[src/hdl/ira_pkg.sv]
// Package for the rotation address map: configuration struct, mode codes,
// register indexes and the stage payload types passed between the pipeline stages.
// No dependencies.
package ira_pkg;

  localparam int unsigned MAX_DIM   = 4096;
  localparam int unsigned FRAC_BITS = 14;

  localparam int unsigned DIM_W   = 13;            // clamped source size, 0..MAX_DIM
  localparam int unsigned PIX_W   = 12;            // in-bounds source coordinate
  localparam int unsigned COORD_W = 13;            // input col / row
  localparam int unsigned PITCH_W = 14;
  localparam int unsigned OFS_W   = 14;
  localparam int unsigned TRIG_W  = 16;
  localparam int unsigned XY_W    = 15;            // col + min_x
  localparam int unsigned PROD_W  = XY_W + TRIG_W; // 31
  localparam int unsigned SUM_W   = PROD_W + 1;
  localparam int unsigned Q_W     = SUM_W - FRAC_BITS;
  localparam int unsigned DPROD_W = COORD_W + PITCH_W;
  localparam int unsigned SPROD_W = PIX_W + DIM_W;
  localparam int unsigned SIDX_W  = 24;
  localparam int unsigned DIDX_W  = 26;
  localparam int unsigned CFG_AW  = 3;
  localparam int unsigned CFG_DW  = 16;
  localparam int unsigned IN_DW   = 32;
  localparam int unsigned OUT_DW  = 56;

  typedef enum logic [1:0] {
    MODE_GENERAL = 2'd0,
    MODE_ROT90   = 2'd1,
    MODE_ROT180  = 2'd2,
    MODE_ROT270  = 2'd3
  } ira_mode_t;

  localparam logic [CFG_AW-1:0] REG_MODE       = 3'd0;
  localparam logic [CFG_AW-1:0] REG_COS        = 3'd1;
  localparam logic [CFG_AW-1:0] REG_SIN        = 3'd2;
  localparam logic [CFG_AW-1:0] REG_MIN_X      = 3'd3;
  localparam logic [CFG_AW-1:0] REG_MIN_Y      = 3'd4;
  localparam logic [CFG_AW-1:0] REG_SRC_WIDTH  = 3'd5;
  localparam logic [CFG_AW-1:0] REG_SRC_HEIGHT = 3'd6;
  localparam logic [CFG_AW-1:0] REG_DST_WIDTH  = 3'd7;

  typedef struct packed {
    ira_mode_t                  mode;
    logic signed [TRIG_W-1:0]   cos_q;
    logic signed [TRIG_W-1:0]   sin_q;
    logic signed [OFS_W-1:0]    min_x;
    logic signed [OFS_W-1:0]    min_y;
    logic        [DIM_W-1:0]    w;      // already clamped to MAX_DIM
    logic        [DIM_W-1:0]    h;
    logic        [PITCH_W-1:0]  pitch;
  } ira_cfg_t;

  typedef struct packed {
    logic                       general;
    logic signed [XY_W-1:0]     x;
    logic signed [XY_W-1:0]     y;
    logic                       dst_ok;
    logic        [COORD_W-1:0]  dst_row;
    logic        [COORD_W-1:0]  dst_col;
    logic                       q_valid;
    logic        [PIX_W-1:0]    q_row;
    logic        [PIX_W-1:0]    q_col;
  } ira_prep_t;

  typedef struct packed {
    logic                       general;
    logic signed [PROD_W-1:0]   xc;
    logic signed [PROD_W-1:0]   ys;
    logic signed [PROD_W-1:0]   yc;
    logic signed [PROD_W-1:0]   xs;
    logic                       dst_ok;
    logic        [DPROD_W-1:0]  dst_prod;
    logic        [COORD_W-1:0]  dst_col;
    logic                       q_valid;
    logic        [PIX_W-1:0]    q_row;
    logic        [PIX_W-1:0]    q_col;
  } ira_prod_t;

  typedef struct packed {
    logic                       src_ok;
    logic        [PIX_W-1:0]    s_row;
    logic        [PIX_W-1:0]    s_col;
    logic        [DIDX_W-1:0]   dst_index;
  } ira_sel_t;

  typedef struct packed {
    logic        [SIDX_W-1:0]   src_index;
    logic        [DIDX_W-1:0]   dst_index;
    logic                       copy_valid;
  } ira_res_t;

endpackage

[src/hdl/ira_prep.sv]
// Stage 1: offsets the destination coordinate, or maps a source coordinate
// to its quadrant-rotated destination. Depends on ira_pkg.
module ira_prep (
  input  logic                          clk,
  input  logic                          rst_n,
  input  ira_pkg::ira_cfg_t             cfg,
  input  logic                          up_valid,
  output logic                          up_ready,
  input  logic [ira_pkg::COORD_W-1:0]   col,
  input  logic [ira_pkg::COORD_W-1:0]   row,
  output logic                          dn_valid,
  input  logic                          dn_ready,
  output ira_pkg::ira_prep_t            dn_data
);

  logic               valid_r;
  ira_pkg::ira_prep_t data_r;
  ira_pkg::ira_prep_t data_nxt;

  logic                           col_ok;
  logic                           q_ok;
  logic [ira_pkg::COORD_W-1:0]    h_last;
  logic [ira_pkg::COORD_W-1:0]    w_last;
  logic [ira_pkg::COORD_W-1:0]    dc;
  logic [ira_pkg::COORD_W-1:0]    dr;

  assign col_ok = {1'b0, col} < cfg.pitch;
  assign q_ok   = (col < cfg.w) && (row < cfg.h);
  assign h_last = cfg.h - row - 13'd1;
  assign w_last = cfg.w - col - 13'd1;

  always_comb begin
    unique case (cfg.mode)
      ira_pkg::MODE_ROT90: begin
        dc = h_last;
        dr = col;
      end
      ira_pkg::MODE_ROT180: begin
        dc = w_last;
        dr = h_last;
      end
      ira_pkg::MODE_ROT270: begin
        dc = row;
        dr = w_last;
      end
      ira_pkg::MODE_GENERAL: begin
        dc = col;
        dr = row;
      end
    endcase
  end

  always_comb begin
    data_nxt.general = (cfg.mode == ira_pkg::MODE_GENERAL);
    data_nxt.x = $signed({2'b00, col}) + $signed({cfg.min_x[ira_pkg::OFS_W-1], cfg.min_x});
    data_nxt.y = $signed({2'b00, row}) + $signed({cfg.min_y[ira_pkg::OFS_W-1], cfg.min_y});
    data_nxt.q_valid = q_ok;
    data_nxt.q_row   = q_ok ? row[ira_pkg::PIX_W-1:0] : '0;
    data_nxt.q_col   = q_ok ? col[ira_pkg::PIX_W-1:0] : '0;
    data_nxt.dst_ok  = data_nxt.general ? col_ok : q_ok;
    data_nxt.dst_row = data_nxt.dst_ok ? dr : '0;
    data_nxt.dst_col = data_nxt.dst_ok ? dc : '0;
  end

  assign up_ready = !valid_r || dn_ready;

  always_ff @(posedge clk) begin
    if (!rst_n) begin
      valid_r <= 1'b0;
    end else if (up_ready) begin
      valid_r <= up_valid;
    end
  end

  always_ff @(posedge clk) begin
    if (up_ready && up_valid) begin
      data_r <= data_nxt;
    end
  end

  assign dn_valid = valid_r;
  assign dn_data  = data_r;

endmodule

[src/hdl/ira_mult.sv]
// Stage 2: the four rotation products and the destination row times pitch,
// one multiplier deep. Depends on ira_pkg.
module ira_mult (
  input  logic                clk,
  input  logic                rst_n,
  input  ira_pkg::ira_cfg_t   cfg,
  input  logic                up_valid,
  output logic                up_ready,
  input  ira_pkg::ira_prep_t  up_data,
  output logic                dn_valid,
  input  logic                dn_ready,
  output ira_pkg::ira_prod_t  dn_data
);

  logic               valid_r;
  ira_pkg::ira_prod_t data_r;
  ira_pkg::ira_prod_t data_nxt;

  always_comb begin
    data_nxt.general  = up_data.general;
    data_nxt.xc       = up_data.x * cfg.cos_q;
    data_nxt.ys       = up_data.y * cfg.sin_q;
    data_nxt.yc       = up_data.y * cfg.cos_q;
    data_nxt.xs       = up_data.x * cfg.sin_q;
    data_nxt.dst_ok   = up_data.dst_ok;
    data_nxt.dst_prod = {{ira_pkg::PITCH_W{1'b0}}, up_data.dst_row}
                        * {{ira_pkg::COORD_W{1'b0}}, cfg.pitch};
    data_nxt.dst_col  = up_data.dst_col;
    data_nxt.q_valid  = up_data.q_valid;
    data_nxt.q_row    = up_data.q_row;
    data_nxt.q_col    = up_data.q_col;
  end

  assign up_ready = !valid_r || dn_ready;

  always_ff @(posedge clk) begin
    if (!rst_n) begin
      valid_r <= 1'b0;
    end else if (up_ready) begin
      valid_r <= up_valid;
    end
  end

  always_ff @(posedge clk) begin
    if (up_ready && up_valid) begin
      data_r <= data_nxt;
    end
  end

  assign dn_valid = valid_r;
  assign dn_data  = data_r;

endmodule

[src/hdl/ira_trunc.sv]
// Stage 3: sums the products, truncates toward zero, checks the source
// bounds and finishes the destination index. Depends on ira_pkg.
module ira_trunc (
  input  logic                clk,
  input  logic                rst_n,
  input  ira_pkg::ira_cfg_t   cfg,
  input  logic                up_valid,
  output logic                up_ready,
  input  ira_pkg::ira_prod_t  up_data,
  output logic                dn_valid,
  input  logic                dn_ready,
  output ira_pkg::ira_sel_t   dn_data
);

  logic              valid_r;
  ira_pkg::ira_sel_t data_r;
  ira_pkg::ira_sel_t data_nxt;

  logic signed [ira_pkg::SUM_W-1:0]   sum_x;
  logic signed [ira_pkg::SUM_W-1:0]   sum_y;
  logic        [ira_pkg::Q_W-1:0]     sx;
  logic        [ira_pkg::Q_W-1:0]     sy;
  logic                               fix_x;
  logic                               fix_y;
  logic                               in_x;
  logic                               in_y;
  logic                               gen_ok;
  logic        [ira_pkg::DPROD_W-1:0] dst_sum;

  always_comb begin
    sum_x = $signed({up_data.xc[ira_pkg::PROD_W-1], up_data.xc})
          + $signed({up_data.ys[ira_pkg::PROD_W-1], up_data.ys});
    sum_y = $signed({up_data.yc[ira_pkg::PROD_W-1], up_data.yc})
          - $signed({up_data.xs[ira_pkg::PROD_W-1], up_data.xs});
    // floor plus one for a negative value with a nonzero fraction
    fix_x = sum_x[ira_pkg::SUM_W-1] && (|sum_x[ira_pkg::FRAC_BITS-1:0]);
    fix_y = sum_y[ira_pkg::SUM_W-1] && (|sum_y[ira_pkg::FRAC_BITS-1:0]);
    sx = sum_x[ira_pkg::SUM_W-1:ira_pkg::FRAC_BITS] + {{(ira_pkg::Q_W-1){1'b0}}, fix_x};
    sy = sum_y[ira_pkg::SUM_W-1:ira_pkg::FRAC_BITS] + {{(ira_pkg::Q_W-1){1'b0}}, fix_y};
    in_x = !sx[ira_pkg::Q_W-1]
           && (sx[ira_pkg::Q_W-2:0] < {{(ira_pkg::Q_W-1-ira_pkg::DIM_W){1'b0}}, cfg.w});
    in_y = !sy[ira_pkg::Q_W-1]
           && (sy[ira_pkg::Q_W-2:0] < {{(ira_pkg::Q_W-1-ira_pkg::DIM_W){1'b0}}, cfg.h});
    gen_ok = up_data.dst_ok && in_x && in_y;

    dst_sum = up_data.dst_prod + {{ira_pkg::PITCH_W{1'b0}}, up_data.dst_col};
    data_nxt.dst_index = dst_sum[ira_pkg::DIDX_W-1:0];

    if (up_data.general) begin
      data_nxt.src_ok = gen_ok;
      data_nxt.s_row  = gen_ok ? sy[ira_pkg::PIX_W-1:0] : '0;
      data_nxt.s_col  = gen_ok ? sx[ira_pkg::PIX_W-1:0] : '0;
    end else begin
      data_nxt.src_ok = up_data.q_valid;
      data_nxt.s_row  = up_data.q_row;
      data_nxt.s_col  = up_data.q_col;
    end
  end

  assign up_ready = !valid_r || dn_ready;

  always_ff @(posedge clk) begin
    if (!rst_n) begin
      valid_r <= 1'b0;
    end else if (up_ready) begin
      valid_r <= up_valid;
    end
  end

  always_ff @(posedge clk) begin
    if (up_ready && up_valid) begin
      data_r <= data_nxt;
    end
  end

  assign dn_valid = valid_r;
  assign dn_data  = data_r;

endmodule

[src/hdl/ira_index.sv]
// Stages 4 and 5: source row times width, then the column add into the
// output register. Depends on ira_pkg.
module ira_index (
  input  logic               clk,
  input  logic               rst_n,
  input  ira_pkg::ira_cfg_t  cfg,
  input  logic               up_valid,
  output logic               up_ready,
  input  ira_pkg::ira_sel_t  up_data,
  output logic               dn_valid,
  input  logic               dn_ready,
  output ira_pkg::ira_res_t  dn_data
);

  typedef struct packed {
    logic                             src_ok;
    logic [ira_pkg::SPROD_W-1:0]      s_prod;
    logic [ira_pkg::PIX_W-1:0]        s_col;
    logic [ira_pkg::DIDX_W-1:0]       dst_index;
  } mul_t;

  logic              mul_valid_r;
  mul_t              mul_r;
  mul_t              mul_nxt;
  logic              mul_ready;
  logic              res_valid_r;
  ira_pkg::ira_res_t res_r;
  ira_pkg::ira_res_t res_nxt;
  logic [ira_pkg::SPROD_W-1:0] s_sum;

  always_comb begin
    mul_nxt.src_ok    = up_data.src_ok;
    mul_nxt.s_prod    = {{ira_pkg::DIM_W{1'b0}}, up_data.s_row}
                        * {{ira_pkg::PIX_W{1'b0}}, cfg.w};
    mul_nxt.s_col     = up_data.s_col;
    mul_nxt.dst_index = up_data.dst_index;
  end

  always_comb begin
    s_sum = mul_r.s_prod + {{ira_pkg::DIM_W{1'b0}}, mul_r.s_col};
    res_nxt.src_index  = s_sum[ira_pkg::SIDX_W-1:0];
    res_nxt.dst_index  = mul_r.dst_index;
    res_nxt.copy_valid = mul_r.src_ok;
  end

  assign mul_ready = !res_valid_r || dn_ready;
  assign up_ready  = !mul_valid_r || mul_ready;

  always_ff @(posedge clk) begin
    if (!rst_n) begin
      mul_valid_r <= 1'b0;
      res_valid_r <= 1'b0;
    end else begin
      if (up_ready) begin
        mul_valid_r <= up_valid;
      end
      if (mul_ready) begin
        res_valid_r <= mul_valid_r;
      end
    end
  end

  always_ff @(posedge clk) begin
    if (up_ready && up_valid) begin
      mul_r <= mul_nxt;
    end
    if (mul_ready && mul_valid_r) begin
      res_r <= res_nxt;
    end
  end

  assign dn_valid = res_valid_r;
  assign dn_data  = res_r;

endmodule

[src/hdl/image_rotate_address_map.sv]
// Top level of the rotation address map: configuration registers and the
// five-stage pipeline. Depends on ira_pkg, ira_prep, ira_mult, ira_trunc, ira_index.
//
// Usage:
//   in_*  : one pixel coordinate per transaction (col, row). In general mode it
//           is a destination pixel; in the 90/180/270 modes a source pixel.
//   out_* : one result per input transaction, in order: source index,
//           destination index and copy-valid flag.
//   cfg_* : register write port, index 0..7 = mode, cos_q, sin_q, min_x, min_y,
//           src_width, src_height, dst_width. Write only while the pipeline is
//           empty. Source sizes whose low 13 bits exceed 4096 are stored as 4096.
// The pipeline takes one transaction per cycle while out_tready keeps the
// output moving; the stages are split at the rotation multipliers,
// the truncate/bounds adders and the source row multiplier.
// Reset clears all stage valid bits and loads the register reset values
// (identity rotation, 4096 x 4096). When the receiver stalls, each stage holds
// its item and the stall reaches in_tready only once every stage is full, so
// empty slots are filled while the output waits.
module image_rotate_address_map (
  input  logic                          clk,
  input  logic                          rst_n,
  input  logic                          in_tvalid,
  output logic                          in_tready,
  input  logic [ira_pkg::IN_DW-1:0]     in_tdata,   // col[12:0], row[25:13], zero pad
  output logic                          out_tvalid,
  input  logic                          out_tready,
  output logic [ira_pkg::OUT_DW-1:0]    out_tdata,  // src_index[23:0], dst_index[49:24],
                                                    // copy_valid[50], zero pad
  input  logic                          cfg_we,
  input  logic [ira_pkg::CFG_AW-1:0]    cfg_addr,
  input  logic [ira_pkg::CFG_DW-1:0]    cfg_wdata
);

  ira_pkg::ira_cfg_t  cfg_r;
  logic [ira_pkg::DIM_W-1:0] dim_nxt;

  logic               prep_valid;
  logic               prep_ready;
  ira_pkg::ira_prep_t prep_data;
  logic               prod_valid;
  logic               prod_ready;
  ira_pkg::ira_prod_t prod_data;
  logic               sel_valid;
  logic               sel_ready;
  ira_pkg::ira_sel_t  sel_data;
  ira_pkg::ira_res_t  res_data;

  assign dim_nxt = (cfg_wdata[ira_pkg::DIM_W-1:0] > ira_pkg::DIM_W'(ira_pkg::MAX_DIM))
                   ? ira_pkg::DIM_W'(ira_pkg::MAX_DIM) : cfg_wdata[ira_pkg::DIM_W-1:0];

  always_ff @(posedge clk) begin
    if (!rst_n) begin
      cfg_r.mode  <= ira_pkg::MODE_GENERAL;
      cfg_r.cos_q <= ira_pkg::TRIG_W'(1 << ira_pkg::FRAC_BITS);
      cfg_r.sin_q <= '0;
      cfg_r.min_x <= '0;
      cfg_r.min_y <= '0;
      cfg_r.w     <= ira_pkg::DIM_W'(ira_pkg::MAX_DIM);
      cfg_r.h     <= ira_pkg::DIM_W'(ira_pkg::MAX_DIM);
      cfg_r.pitch <= ira_pkg::PITCH_W'(4096);
    end else if (cfg_we) begin
      unique case (cfg_addr)
        ira_pkg::REG_MODE:       cfg_r.mode  <= ira_pkg::ira_mode_t'(cfg_wdata[1:0]);
        ira_pkg::REG_COS:        cfg_r.cos_q <= cfg_wdata[ira_pkg::TRIG_W-1:0];
        ira_pkg::REG_SIN:        cfg_r.sin_q <= cfg_wdata[ira_pkg::TRIG_W-1:0];
        ira_pkg::REG_MIN_X:      cfg_r.min_x <= cfg_wdata[ira_pkg::OFS_W-1:0];
        ira_pkg::REG_MIN_Y:      cfg_r.min_y <= cfg_wdata[ira_pkg::OFS_W-1:0];
        ira_pkg::REG_SRC_WIDTH:  cfg_r.w     <= dim_nxt;
        ira_pkg::REG_SRC_HEIGHT: cfg_r.h     <= dim_nxt;
        ira_pkg::REG_DST_WIDTH:  cfg_r.pitch <= cfg_wdata[ira_pkg::PITCH_W-1:0];
      endcase
    end
  end

  ira_prep u_prep (
    .clk      (clk),
    .rst_n    (rst_n),
    .cfg      (cfg_r),
    .up_valid (in_tvalid),
    .up_ready (in_tready),
    .col      (in_tdata[12:0]),
    .row      (in_tdata[25:13]),
    .dn_valid (prep_valid),
    .dn_ready (prep_ready),
    .dn_data  (prep_data)
  );

  ira_mult u_mult (
    .clk      (clk),
    .rst_n    (rst_n),
    .cfg      (cfg_r),
    .up_valid (prep_valid),
    .up_ready (prep_ready),
    .up_data  (prep_data),
    .dn_valid (prod_valid),
    .dn_ready (prod_ready),
    .dn_data  (prod_data)
  );

  ira_trunc u_trunc (
    .clk      (clk),
    .rst_n    (rst_n),
    .cfg      (cfg_r),
    .up_valid (prod_valid),
    .up_ready (prod_ready),
    .up_data  (prod_data),
    .dn_valid (sel_valid),
    .dn_ready (sel_ready),
    .dn_data  (sel_data)
  );

  ira_index u_index (
    .clk      (clk),
    .rst_n    (rst_n),
    .cfg      (cfg_r),
    .up_valid (sel_valid),
    .up_ready (sel_ready),
    .up_data  (sel_data),
    .dn_valid (out_tvalid),
    .dn_ready (out_tready),
    .dn_data  (res_data)
  );

  assign out_tdata = {5'd0, res_data.copy_valid, res_data.dst_index, res_data.src_index};

  // a pixel outside the source never carries a source index
  a_src_zero: assert property (@(posedge clk) disable iff (!rst_n)
    out_tvalid && !out_tdata[50] |-> out_tdata[23:0] == '0)
    else $error("source index nonzero on invalid copy");

  a_quad_dst_zero: assert property (@(posedge clk) disable iff (!rst_n)
    out_tvalid && !out_tdata[50] && cfg_r.mode != ira_pkg::MODE_GENERAL
    |-> out_tdata[49:24] == '0)
    else $error("quadrant destination index nonzero on invalid copy");

  a_stall_source: assert property (@(posedge clk) disable iff (!rst_n)
    !in_tready |-> out_tvalid && !out_tready)
    else $error("input stalled without output back-pressure");

  a_reset_empty: assert property (@(posedge clk)
    !rst_n |=> !out_tvalid)
    else $error("output valid right after reset");

endmodule
[config.mk]
export PLATFORM = sky130hd
export DESIGN_NAME = image_rotate_address_map
export DESIGN_NICKNAME = d
export VERILOG_FILES = /design/src/hdl/ira_pkg.sv /design/src/hdl/ira_prep.sv /design/src/hdl/ira_mult.sv /design/src/hdl/ira_trunc.sv /design/src/hdl/ira_index.sv /design/src/hdl/image_rotate_address_map.sv
export SDC_FILE = /design/constraint.sdc
export NUM_CORES = 2
export LEC_CHECK = 0
export BUFFER_PORTS_ARGS = -buffer_cell sky130_fd_sc_hd__buf_4
export CAP_MARGIN = 20
export CORE_MARGIN = 4
export CORE_UTILIZATION = 55
export CTS_CLUSTER_SIZE = 25
export DETAILED_ROUTE_END_ITERATION = 10
export PLACE_DENSITY = 0.78
export SYNTH_ARGS = -nofsm -noshare
export SYNTH_HDL_FRONTEND = slang
export SYNTH_SLANG_ARGS = --single-unit
[constraint.sdc]
create_clock -name clk -period 41.1 [get_ports clk]
set_input_delay 0 -clock clk [delete_from_list [all_inputs] [get_ports clk]]
set_output_delay 0 -clock clk [all_outputs]
set_load 0.02 [all_outputs]
**Yosys cells after proc, flatten, opt, wreduce, memory -nomap -nowiden**

Cells that the tools add are included.

- Reductions and logical operators: 36
- Add/subtract/negate cells: 12
- $mul: 6
- $lt $le $gt $ge: 6
- Multiplexer cells: 7
- Eq/ne operators: 10

Operator list:

| cell | count |
|---|---|
| $mul 15x16->31 | 4 |
| $pmux 13 s4 | 2 |
| $add 18x1->18 | 2 |
| $lt 17x13->1 | 2 |
| $add 31x31->32 | 1 |
| $sub 31x31->32 | 1 |
| $add 14x14->15 | 2 |
| $reduce_or 14->1 | 2 |
| $add 26x13->26 | 1 |
| $lt 13x13->1 | 2 |
| $mul 13x14->26 | 1 |
| $sub 13x1->13 const B | 2 |
| $sub 13x13->13 | 2 |
| $mux 25 | 1 |
| $add 24x12->24 | 1 |
| $mul 12x13->24 | 1 |
| $mux 12 | 2 |
| $reduce_and 2->1 | 8 |
| $lt 13x14->1 | 1 |
| $gt 13x13->1 const B | 1 |
| $mux 13 | 1 |
| $eq 3x3->1 const B | 4 |
| $logic_and 1x1->1 | 12 |
| $logic_not 1->1 | 7 |
| 8 further kinds | 14 |

- Register bits: 545
- Word-level logic and storage cells: 121
- Output and inout port bits: 58
- Input bits: 56

**Logic depth before layout (Yosys ltp)**

- Depth after elaboration: 10
- Gate-level depth with buffers: 32

**Cells and area by module**

From an unflattened synthesis, not the netlist that was laid out.

- Cells, all modules: 7919
- Area, all modules: 76573.4 sq um

Modules (own cells, without submodules):

| module | times used | area each (sq um) | cells an instance | seq. area each (sq um) |
|---|---|---|---|---|
| ira_mult | 1 | 47870.9 | 4932 | 5755.5 |
| ira_index | 1 | 9275.1 | 840 | 3463.3 |
| ira_trunc | 1 | 8361.8 | 1059 | 1551.5 |
| ira_prep | 1 | 7059.3 | 706 | 2512.4 |
| image_rotate_address_map | 1 | 4006.3 | 382 | 2042.0 |

**Least setup slack after synthesis**

OpenSTA, ideal clock, no wires.

- Kind: reg-to-reg
- Start point: register u_index.res_valid_r, in the netlist u_index.dn_valid
- End point: register u_mult.data_r (netlist bit u_mult.dn_data[0]) (enable)
- Slack: 25.511 ns
- Library setup time: 1.030 ns
- Cell stages (with the launch flop): 5
- Arrival time: 14.558 ns
- Cell sequence: dfxtp_1 > nor2b_1 > and3_1 > clkbuf_1 > a21boi_0

- Word-level cells in the longest chain between the ends: 6

RTL lines:

| what | line | RTL |
|---|---|---|
| from (decl) | ira_index.sv:26 | `logic res_valid_r;` |
| from (signal assigned) | ira_index.sv:58 | `res_valid_r <= mul_valid_r;` |
| $logic_not 1->1 | ira_index.sv:46 | `assign mul_ready = !res_valid_r \|\| dn_ready;` |
| $logic_or 1x1->1 | ira_index.sv:46 |  |
| $logic_or 1x1->1 | ira_index.sv:47 | `assign up_ready = !mul_valid_r \|\| mul_ready;` |
| $logic_or 1x1->1 | ira_trunc.sv:60 | `assign up_ready = !valid_r \|\| dn_ready;` |
| $logic_or 1x1->1 | ira_mult.sv:34 | `assign up_ready = !valid_r \|\| dn_ready;` |
| $logic_and 1x1->1 | ira_mult.sv:45 | `if (up_ready && up_valid) begin` |
| to (signal assigned) | ira_mult.sv:46 | `data_r <= data_nxt;` |
| to (decl) | ira_mult.sv:16 | `ira_pkg::ira_prod_t data_r;` |

No other way between the ends.
A chain may end at the register's enable or synchronous reset.

==> results.md <==
* Post-DRT Antenna Nets at 0
* Tot Pwr at approximately 2.1 mW
* Worst slew pin tran at between 1 and 1.5 ns
* FP Rows at approximately 130
* Vias/cell at between 5 and 6
* Post-synthesis adder-cell area fraction at between 40% and 50%
* Initial DRC Count at 3,936
* Max-Slew Margin vs Limit at a little under a quarter
* Fin area at 78,900 µm²
* Num CTS Buffers at 58
* Syn avg cell area at around 10 µm²
* CTS tree: built
* Routed WL at ~180,000 µm
* CP most frequent cell: fa_1
* P&R area growth vs syn at 6.75%
* H-tree depth at 2
* LEAKAGE at approximately 36 nW
* Die W at 374 µm
* Post-synthesis simple-gate area fraction at about 14%
* Xor/xnor cell area share of the yosys netlist at ~3.7%
* Multi-input logic area at between 50,000 and 60,000 µm²
* Core Area at ~130,000 µm²
* Effective utilization at floorplan at a little under three fifths
* Yosys cell types at 100
* Hold-fix buffers, CTS at 50
* Final Max Tran Viols at 0
* Crit Path Max Fanout at 31
* Drt wl/cell at 19.5 µm
* Max-Cap Viols at 0
* Critical-path top delay cell: dfxtp_2
* Number of synthesized register bits at between 500 and 600
* Post-cts resize count at 0
* Hold slack at 0.212 ns
* Crit end category: flip-flop
* Setup TNS at 0 ns
* Final Hold Fails at 0
* GRT Total Usage at about a quarter
* IO Port Bufs at 102
* Vias post-DR at about 53,000
* Post-layout util at 59.1%
* Clk Latency, worst-skew pair at 0.67 ns
* Mapped cell area at approximately 74,000 µm²
* Hold Path Origin: in_tvalid
* Placed cell count at just over 9,000
* Synth top area cells: fa_1 32%, edfxtp_1 18%, ha_1 11%, inv_1 7.7%, nand2_1 5.5%
* Min-Delay Path Class: primary input to flip-flop
* Worst VDD drop at between 30 and 40 µV
* Fillers at about 11,000
* RSZ-0062 raised after global routing: no
* Crit path DAT at around 8.7 ns
* Vias in the first global route at approximately 56,000
* Clock Tree Root: clkbuf_16
* Die height at 374 µm
* Final worst-path cycle share at a little over 20%
* Post-Layout Cell Count at about 9,400
* Minimum clock period after layout at approximately 8.3 ns
* Place WS at around 33 ns
* Reg2reg path depth at 21
* Worst EP required at 41.41 ns
* RR Endpoint: u_mult.dn_data[126]
* Largest family of logic cells by synthesized area: adder cells
* GP Congestion at roughly 0.94
* FF-to-FF Start: cfg_r[95]
* Share of cells above drive strength 1 at approximately 5%
* CP max stage delay at approximately 0.93 ns
* Post-synthesis mux area share at less than 1%
* Power Density at 27.2 nW/µm²
* CTS sink cnt at between 500 and 600
* Top FF cell, synth: edfxtp_1
* WP buf/inv at 3
* Register area at 15,300 µm²
* Crit path max-delay family: adder cells
* Global-route wire length before repair at between 200,000 and 300,000 µm
* Pre-Repair DR Iteration Count at 5
* CP Launch Type: flip-flop
* # DRC at 0
* Synth Instances at about 7,600
* Clock Tree Buf Depth at 3
* Synth warn at 0
* Worst Clk Skew at just under 0.03 ns
* Register area share after synthesis at roughly a fifth
* Flop2flop setup slack at ~33 ns
* Synth Area in Compound Gates at 7.60%
* Worst-path clk slew at about 0.06 ns
* PnR worst setup slack at approximately 33 ns
* Dpl hpwl at between 100,000 and 150,000 µm
* Fmax at between 100 and 150 MHz
* Number of flops mapped to enable cells by yosys at 438
* GR Overflow Total at 0
* Initial antenna violation count at 3
* Post-synth top area share at between 30% and 40%
* Die area at 140,000 µm²
* # nets final at ~9,500
* Placed Area at between 70,000 and 80,000 µm²
* Setup violations, final at 0
* Status: finished, final reports clean
* IO Count at roughly 110
* Hold endpoint: u_prep.dn_valid
* Type of the worst setup path: flip-flop to flip-flop
* Pin count of the biggest net entering global routing at between 100 and 150
* Synth area leader: fa_1
* Setup Buffers After CTS at 0
* Hold Path Cell Cnt at 4
* Post-synth ARST share at 0%
* Crit-path cells: nand2_1, fa_1, inv_1, fa_1, fa_1, fa_1, inv_1, fa_1, inv_1, fa_1, ha_1, a21o_1, nand2_1, o211ai_1, a2111oi_0, o41ai_1, a21oi_1, nor2_1, o41ai_1, or4b_2, o311ai_0
[routing by layer]
metal	vias to the layer above	part of all wire [%]	track usage [%]
met5	-	0.0071	0
met4	2	6.6	14.6
met3	520	7.9	4.40
met2	2266	47	44.2
met1	26576	38	33.3
li1	23618	-	-
[tightest hold or removal path, cell delays in order]
cell and delay, ns:
dlygate4sd3_1 0.52, buf_4 0.10, inv_1 0.06, a21boi_0 0.15
[cells in the mapped netlist, types with 11 or more instances]
master / number
xnor2_1: 233
o21a_1: 54
o31a_1: 12
a31oi_1: 16
clkbuf_1: 289
inv_1: 1512
o22ai_2: 19
a21oi_1: 202
fa_1: 1188
xor2_1: 80
o21ai_0: 145
or2_2: 11
a211oi_1: 22
nand2b_1: 76
nor2_1: 203
nand4_1: 19
edfxtp_1: 438
nor3_1: 54
ha_1: 666
nand3_1: 60
a21o_1: 81
and3_1: 19
nor2b_1: 55
a21boi_0: 121
and2_1: 550
dfxtp_1: 107
mux4_2: 26
o211ai_1: 21
o21bai_1: 26
or3_1: 18
nand2_1: 1091
[cell usage in the layout (no fill, tap or decap), types with 8 or more instances in the layout]
| cell | Yosys | layout |
|---|---|---|
| a211oi_1 | 22 | 22 |
| a21boi_0 | 121 | 119 |
| a21o_1 | 81 | 81 |
| a21oi_1 | 202 | 201 |
| a31oi_1 | 16 | 15 |
| and2_1 | 550 | 550 |
| and3_1 | 19 | 19 |
| buf_4 | 5 | 180 |
| clkbuf_1 | 289 | 11 |
| clkbuf_16 | 0 | 60 |
| clkinv_2 | 0 | 11 |
| dfxtp_1 | 107 | 103 |
| dlygate4sd3_1 | 0 | 51 |
| edfxtp_1 | 438 | 438 |
| fa_1 | 1188 | 1188 |
| ha_1 | 666 | 666 |
| inv_1 | 1512 | 1512 |
| mux2i_1 | 8 | 8 |
| mux4_2 | 26 | 26 |
| nand2_1 | 1091 | 1091 |
| nand2b_1 | 76 | 76 |
| nand3_1 | 60 | 60 |
| nand3b_1 | 9 | 9 |
| nand4_1 | 19 | 19 |
| nor2_1 | 203 | 202 |
| nor2b_1 | 55 | 53 |
| nor3_1 | 54 | 54 |
| nor4_1 | 9 | 9 |
| o211ai_1 | 21 | 21 |
| o21a_1 | 54 | 54 |
| o21ai_0 | 145 | 145 |
| o21ai_1 | 9 | 9 |
| o21bai_1 | 26 | 26 |
| o22ai_1 | 8 | 8 |
| o22ai_2 | 19 | 19 |
| o31a_1 | 12 | 12 |
| or2_2 | 11 | 11 |
| or3_1 | 18 | 18 |
| xnor2_1 | 233 | 233 |
| xor2_1 | 80 | 80 |
[how the worst max path moves through the flow]
stage / start / endpoint / slack, ns / cells past startpoint
finish: cfg_r[95] / u_mult.dn_data[126] / 32.76 / 21
global route: cfg_r[95] / u_mult.dn_data[126] / 32.47 / 21
CTS: cfg_r[95] / u_mult.dn_data[126] / 32.87 / 21
detailed placement: cfg_r[95] / u_mult.dn_data[126] / 33.02 / 21
global placement: cfg_r[80] / u_mult.dn_data[157] / 33.20 / 26
floorplan: u_index.dn_valid / u_mult.dn_data[0] / 25.51 / 4
[power by group]
group / switching (mW) / internal [mW] / total (mW) / leakage, nW
logic: 0.571 / 0.343 / 0.914 / 29.8
registers: 0.0267 / 0.649 / 0.676 / 5.02
clock network: 0.234 / 0.321 / 0.555 / 0.982
total: 0.832 / 1.31 / 2.15 / 35.8
[flip-flops by register name, summed over array words and instances, names as in the netlist]
register / cells
u_index.dn_data: 51
u_trunc.dn_data: 51
u_index.mul_valid_r: 1
cfg_r: 102
u_prep.dn_valid: 1
u_prep.dn_data: 83
u_index.dn_valid: 1
u_index.mul_r: 63
u_mult.dn_valid: 1
u_mult.dn_data: 190
u_trunc.dn_valid: 1
[cell type report]
class	count	share of cell area [%]
Clock inverter	35	0.547
Clock buffer	75	2.03
Inverter	1512	7.20
Multi-Input combinational cell	5238	65.7
Antenna cell	2	0.00635
Timing Repair Buffer	231	2.36
Tap cell	1768	2.81
Sequential cell	545	19.4
[cells by family after synthesis]
kind of cell	after synthesis
compound gates	823
other cells	1
xor+xnor	313
mux	36
simple gates	2207
flops	545
buf+inv	1819
fa+ha+maj	1854
Power figures use the tool's default switching activity.
